<file path="src/hdl/srfc_pkg.sv">
package srfc_pkg;

  // Frame layout and check constants.
  localparam logic [2:0]  HEADER_BYTES   = 3'd6;
  localparam logic [15:0] CRC_SEED       = 16'hFFFF;
  localparam logic [15:0] CRC_POLY       = 16'h1021;
  localparam logic [7:0]  HW_FAULT_LIMIT = 8'h20;
  localparam logic [7:0]  STATUS_OK      = 8'h00;

  // Header byte positions.
  localparam logic [2:0] POS_COMMAND  = 3'd0;
  localparam logic [2:0] POS_STATUS   = 3'd1;
  localparam logic [2:0] POS_LEN_LO   = 3'd2;
  localparam logic [2:0] POS_LEN_HI   = 3'd3;
  localparam logic [2:0] POS_CSUM_LO  = 3'd4;
  localparam logic [2:0] POS_CSUM_HI  = 3'd5;

  // Configuration register indexes.
  localparam logic [0:0] CFG_EXPECTED_COMMAND = 1'b0;
  localparam logic [0:0] CFG_PAYLOAD_CAPACITY = 1'b1;

  typedef enum logic [2:0] {
    VERDICT_OK           = 3'd0,
    VERDICT_CRC_BAD      = 3'd1,
    VERDICT_SENSOR_ERROR = 3'd2,
    VERDICT_CMD_MISMATCH = 3'd3,
    VERDICT_TOO_LONG     = 3'd4,
    VERDICT_LINK_FAILURE = 3'd5
  } verdict_t;

  // One queue entry: what a single accepted byte produced.
  typedef struct packed {
    logic       has_payload;
    logic [7:0] payload_byte;
    logic       has_verdict;
    verdict_t   verdict;
    logic [7:0] sensor_code;
    logic       hardware_fault;
  } qentry_t;

  // One result item as seen on the output ports.
  typedef struct packed {
    logic       is_verdict;
    logic [7:0] payload_byte;
    verdict_t   verdict;
    logic [7:0] sensor_code;
    logic       hardware_fault;
    logic       last;
  } item_t;

  // CRC-16/CCITT-FALSE update by one byte, MSB first.
  function automatic logic [15:0] crc_feed(input logic [15:0] crc, input logic [7:0] b);
    logic [15:0] c;
    c = crc ^ {b, 8'h00};
    for (int i = 0; i < 8; i++) begin
      if (c[15]) begin
        c = {c[14:0], 1'b0} ^ CRC_POLY;
      end else begin
        c = {c[14:0], 1'b0};
      end
    end
    return c;
  endfunction

endpackage

</file>
<file path="src/hdl/srfc_front.sv">
module srfc_front (
  input  logic             clk,
  input  logic             rst,
  input  logic             accept,
  input  logic [7:0]       rx_byte,
  input  logic             link_failure,
  input  logic             cfg_write,
  input  logic [0:0]       cfg_index,
  input  logic [15:0]      cfg_data,
  output logic             entry_push,
  output srfc_pkg::qentry_t entry
);
  import srfc_pkg::*;

  // Configuration registers.
  logic [7:0]  expected_command;
  logic [15:0] payload_capacity;

  // Frame state.
  logic [2:0]  header_position;
  logic [15:0] running_crc;
  logic [15:0] received_checksum;
  logic [7:0]  reply_command;
  logic [7:0]  reply_status;
  logic [15:0] payload_length;
  logic [15:0] payload_remaining;

  logic        in_header;
  logic [7:0]  crc_byte;
  logic [15:0] crc_next;
  logic [15:0] checksum_check;
  logic [15:0] remaining_dec;
  logic        frame_end;
  logic        crc_ok;
  verdict_t    verdict_code;

  always_ff @(posedge clk) begin
    if (rst) begin
      expected_command <= '0;
      payload_capacity <= '0;
    end else if (cfg_write) begin
      unique case (cfg_index)
        CFG_EXPECTED_COMMAND: expected_command <= cfg_data[7:0];
        CFG_PAYLOAD_CAPACITY: payload_capacity <= cfg_data;
      endcase
    end
  end

  // CRC input: checksum bytes count as zero.
  assign in_header = (header_position < HEADER_BYTES);
  assign crc_byte  = (in_header && header_position >= POS_CSUM_LO) ? 8'h00 : rx_byte;
  assign crc_next  = crc_feed(running_crc, crc_byte);
  assign remaining_dec = payload_remaining - 16'd1;

  // The frame closes on the last header byte of an empty frame or the last payload byte.
  always_comb begin
    if (in_header) begin
      frame_end      = (header_position == POS_CSUM_HI) && (payload_length == 16'd0);
      checksum_check = {rx_byte, received_checksum[7:0]};
    end else begin
      frame_end      = (remaining_dec == 16'd0);
      checksum_check = received_checksum;
    end
  end

  // Verdict priority: CRC, sensor status, command echo, length.
  assign crc_ok = (crc_next == checksum_check);
  always_comb begin
    priority if (!crc_ok) begin
      verdict_code = VERDICT_CRC_BAD;
    end else if (reply_status != STATUS_OK && reply_status < HW_FAULT_LIMIT) begin
      verdict_code = VERDICT_SENSOR_ERROR;
    end else if (reply_command != expected_command) begin
      verdict_code = VERDICT_CMD_MISMATCH;
    end else if (payload_length > payload_capacity) begin
      verdict_code = VERDICT_TOO_LONG;
    end else begin
      verdict_code = VERDICT_OK;
    end
  end

  // Classify the byte into a queue entry.
  always_comb begin
    entry = '0;
    entry.verdict = VERDICT_OK;
    if (link_failure) begin
      entry.has_verdict = 1'b1;
      entry.verdict     = VERDICT_LINK_FAILURE;
    end else begin
      entry.has_payload  = !in_header;
      entry.payload_byte = in_header ? 8'h00 : rx_byte;
      if (frame_end) begin
        entry.has_verdict    = 1'b1;
        entry.verdict        = verdict_code;
        entry.sensor_code    = reply_status;
        entry.hardware_fault = crc_ok && (reply_status >= HW_FAULT_LIMIT);
      end
    end
  end

  assign entry_push = accept && (entry.has_payload || entry.has_verdict);

  // Frame state update per accepted byte.
  always_ff @(posedge clk) begin
    if (rst) begin
      header_position   <= '0;
      running_crc       <= CRC_SEED;
      received_checksum <= '0;
      reply_command     <= '0;
      reply_status      <= '0;
      payload_length    <= '0;
      payload_remaining <= '0;
    end else if (accept) begin
      if (link_failure || frame_end) begin
        header_position   <= '0;
        running_crc       <= CRC_SEED;
        received_checksum <= '0;
        reply_command     <= '0;
        reply_status      <= '0;
        payload_length    <= '0;
        payload_remaining <= '0;
      end else if (in_header) begin
        running_crc     <= crc_next;
        header_position <= header_position + 3'd1;
        unique case (header_position)
          POS_COMMAND: reply_command <= rx_byte;
          POS_STATUS:  reply_status  <= rx_byte;
          POS_LEN_LO:  payload_length[7:0]  <= rx_byte;
          POS_LEN_HI:  payload_length[15:8] <= rx_byte;
          POS_CSUM_LO: received_checksum[7:0] <= rx_byte;
          POS_CSUM_HI: begin
            received_checksum[15:8] <= rx_byte;
            payload_remaining       <= payload_length;
          end
          default: ;
        endcase
      end else begin
        running_crc       <= crc_next;
        payload_remaining <= remaining_dec;
      end
    end
  end

endmodule

</file>
<file path="config.mk">
export PLATFORM = sky130hd
export DESIGN_NAME = srfc_front
export DESIGN_NICKNAME = d
export VERILOG_FILES = /design/src/hdl/srfc_pkg.sv /design/src/hdl/srfc_front.sv
export SDC_FILE = /design/constraint.sdc
export NUM_CORES = 1
export LEC_CHECK = 0
export BUFFER_PORTS_ARGS = -buffer_cell sky130_fd_sc_hd__buf_4
export CAP_MARGIN = 40
export CORE_ASPECT_RATIO = 0.8
export CORE_MARGIN = 2
export CORE_UTILIZATION = 55
export CTS_CLUSTER_DIAMETER = 120
export CTS_CLUSTER_SIZE = 12
export DETAILED_ROUTE_END_ITERATION = 10
export GPL_TIMING_DRIVEN = 1
export PLACE_DENSITY_LB_ADDON = 0.05
export SLEW_MARGIN = 5
export SYNTH_ARGS = -nofsm -noshare
export SYNTH_HDL_FRONTEND = slang
export SYNTH_SLANG_ARGS = --single-unit
</file>
<file path="constraint.sdc">
create_clock -name clk -period 3.1 [get_ports clk]
set_input_delay 0.62 -clock clk [delete_from_list [all_inputs] [get_ports clk]]
set_output_delay 0.62 -clock clk [all_outputs]
set_load 0.005 [all_outputs]
</file>
==> flow_summary.ini <==
[grt]
grt-ovfl-total = 0
grt.total_usage = 0.310
grt_util_met3 = 0.0621
antenna_found_initial = 0
top_usage_layer = met2
grt_pass1_vias = 5842
grt_pass1_wl_um = 31100
grt_max_degree = 62
use_met1 = 0.446
globalRouteMet2Util = 0.485

[finish]
layout-drive-gt1-share = 0.256
multiInputGateArea_sq_mm = 0.00420
syn_to_final_growth_pct = 24.9
final_util = 0.702
nNetsFinal = 956
diodes = 0
fillers = 938
regArea_sq_mm = 0.00215

[yosys]
netlist.area_leader.share = 0.332
synthTopCellsByArea = dfxtp_1 (33%), nand2_1 (6.5%), nor2_1 (4.8%), a21oi_1 (4.5%), ha_1 (4.5%)
avgSynthCellArea_sq_um = 8.05
synth_edf_count = 0
ys.flop_type = dfxtp_1
ys_seq_elements = 107
synth_cell_types = 65
yosysMostFrequentCell = nand2_1
yosysWarnings = 0
syn_inst = 801
syn_area_sq_mm = 0.00645
synth_top_cell_by_area = dfxtp_1
yosysSeqAreaShare = 0.332
synthTopCellsByCount = nand2_1 (112), dfxtp_1 (107), nor2_1 (83), a21oi_1 (58), clkbuf_1 (40)
postSynthNetCount = 854
async_reset_ff_frac = 0

[timing]
rsz0062_at_grt = true
setup_tns_ns = -4.58
slew_violations = 0
setup_ws_ns = -0.380
hold_viol = 0
slew_headroom = 0.556
finalSetupViolCount = 13
fin_crit_sh = 1.12
clock_skew_ns = 0.00950
fmax_ghz = 0.287
period_needed_ns = 3.48
tightest_slew_ns = 0.664

[detailed_routing]
drt_iter0_drc = 599
wl_per_cell_um = 18.1
ant_nets = 0
drt_first_pass_iters = 5
vias = 6240
viasPerCell = 5.91
drt-total-wl_um = 19100
drc = 0

[setup_path]
crit_path_end_kind = output pin
cp_cell_sequence = or4_4, o31a_1, nor2_2, nand4_1, o41a_1, o41ai_2, buf_4
crit_slowest_cell = or4_4
crit_path_start_kind = register
worstPathArrival_ns = 2.86
crit_family = compound AO/OA/AOI/OAI gates
cp_max_fo = 6
criticalPathCategory = register to output pin
crit_required_ns = 2.48
cp_slowest_stage_delay_ns = 0.60
path_buf_inv = 1

[cts]
cts_max_level = 3
cts_tree = yes
clk_latency_ns = 0.35
clock_path_buffers = 2
clock-sinks = 107
numCtsBuffers = 9
clk_pin_slew_ns = 0.08
cts_root_buffer = clkbuf_16

[hold_path]
holdCritPathClass = register to register

[pwr]
vdd_drop_max_mv = 0.355
p_leak_nw = 3.35
power_density_mw_per_mm2 = 400

[floorplan]
die_w_um = 125
initial_utilization = 0.562
ios = 53
rows = 35
fp.dieH_um = 101
die_area_sq_mm = 0.0126
core_sq_mm = 0.0115

[outcome]
violations = setup timing
status = complete, but fails checks

[placement]
place_hpwl_um = 14000
gp_congestion = 0.930
portBuffers = 52

[job]
cap_violations = 0
metrics by stage:
stage / instances / power [W] / cell area (sq um) / setup WS, ns / hold slack (ns)
final: 1056 / 0.00322 / 8050 / -0.380 / 0.456
after global routing: 1056 / 0.00334 / 8050 / -0.508 / 0.477
after CTS: 1053 / 0.00322 / 7900 / -0.406 / 0.458
after detailed placement: 1032 / 0.00209 / 7490 / -0.297 / 0.447
after global placement: 1032 / 0.00208 / 7490 / -0.267 / 0.444
after floorplan: 801 / 0.00186 / 6570 / -0.00491 / 0.436
routing by layer:
layer	part of all wire	routed length [um]	up-vias
li1	-	-	3029
met1	0.47	8930	2944
met2	0.44	8490	251
met3	0.078	1480	16
met4	0.011	202	0
met5	0	0	-
cell families after synthesis:
family                   count (synthesis)  synth area share
XOR/XNOR                                56             0.103
multiplexers                             9            0.0144
flip-flops                             107             0.332
AO/OA/AOI/OAI                          192             0.203
adder cells (fa/ha/maj)                 23            0.0446
buffers and inverters                   82            0.0576
AND/OR/NAND/NOR                        332             0.245
sequential cells by signal, summed over array words and instances (netlist names):
register           count
reply_command          8
reply_status           8
running_crc           16
payload_capacity      16
payload_length        16
payload_remaining     16
received_checksum     16
header_position        3
expected_command       8
final timing paths:
kind / start / endpoint / slack [ns] / depth (start not counted)
setup reg to reg: payload_remaining[2] / received_checksum[10] / 0.10 / 11
hold / removal: payload_capacity[5] / payload_capacity[5] / 0.46 / 2
setup / recovery: payload_remaining[2] / entry[11] / -0.38 / 7
hold reg to reg: payload_capacity[5] / payload_capacity[5] / 0.46 / 2
area by class of cell:
class / count / area share
Timing Repair Buffer: 146 / 0.140
Clock buffer: 10 / 0.0284
Clock inverter: 6 / 0.00730
Sequential cell: 107 / 0.267
Inverter: 27 / 0.0126
Multi-Input combinational cell: 612 / 0.522
Tap cell: 148 / 0.0230
layout by cell type (no fill, tap or decap), drive strengths merged, types with 12 or more instances in the layout:
cell	Yosys	layout
a211oi	20	20
a21oi	59	59
a22o	18	18
a311oi	17	17
a31oi	26	26
and2	20	20
buf	15	146
dfxtp	107	107
ha	23	23
inv	26	29
nand2	112	112
nand3	15	15
nor2	85	85
nor3	27	27
o21ai	19	19
or2	17	17
xnor2	32	32
xor2	12	12
power by group:
part / leakage [nW] / internal (W) / total [W] / switching, W
sequential: 0.870 / 0.00141 / 0.00144 / 0.0000304
combinational: 2.33 / 0.000311 / 0.000650 / 0.000339
clock: 0.142 / 0.000565 / 0.00113 / 0.000566
total: 3.35 / 0.00228 / 0.00322 / 0.000936
worst min-delay path: stages (launching register included):
cell     delay [ns]
dfxtp_1        0.31
nand2_1        0.05
a21oi_1        0.05
repair_timing:
| item | in CTS | in global routing |
|---|---|---|
| resized for setup | 19 | 31 |
| setup buffers | 5 | 2 |
| setup endpoints to repair | 13 | 33 |
| hold buffers | 0 | 0 |
| cloned | 0 | 0 |
| pin swaps | 17 | 14 |
Note: power is estimated with default switching activity, not from simulation.
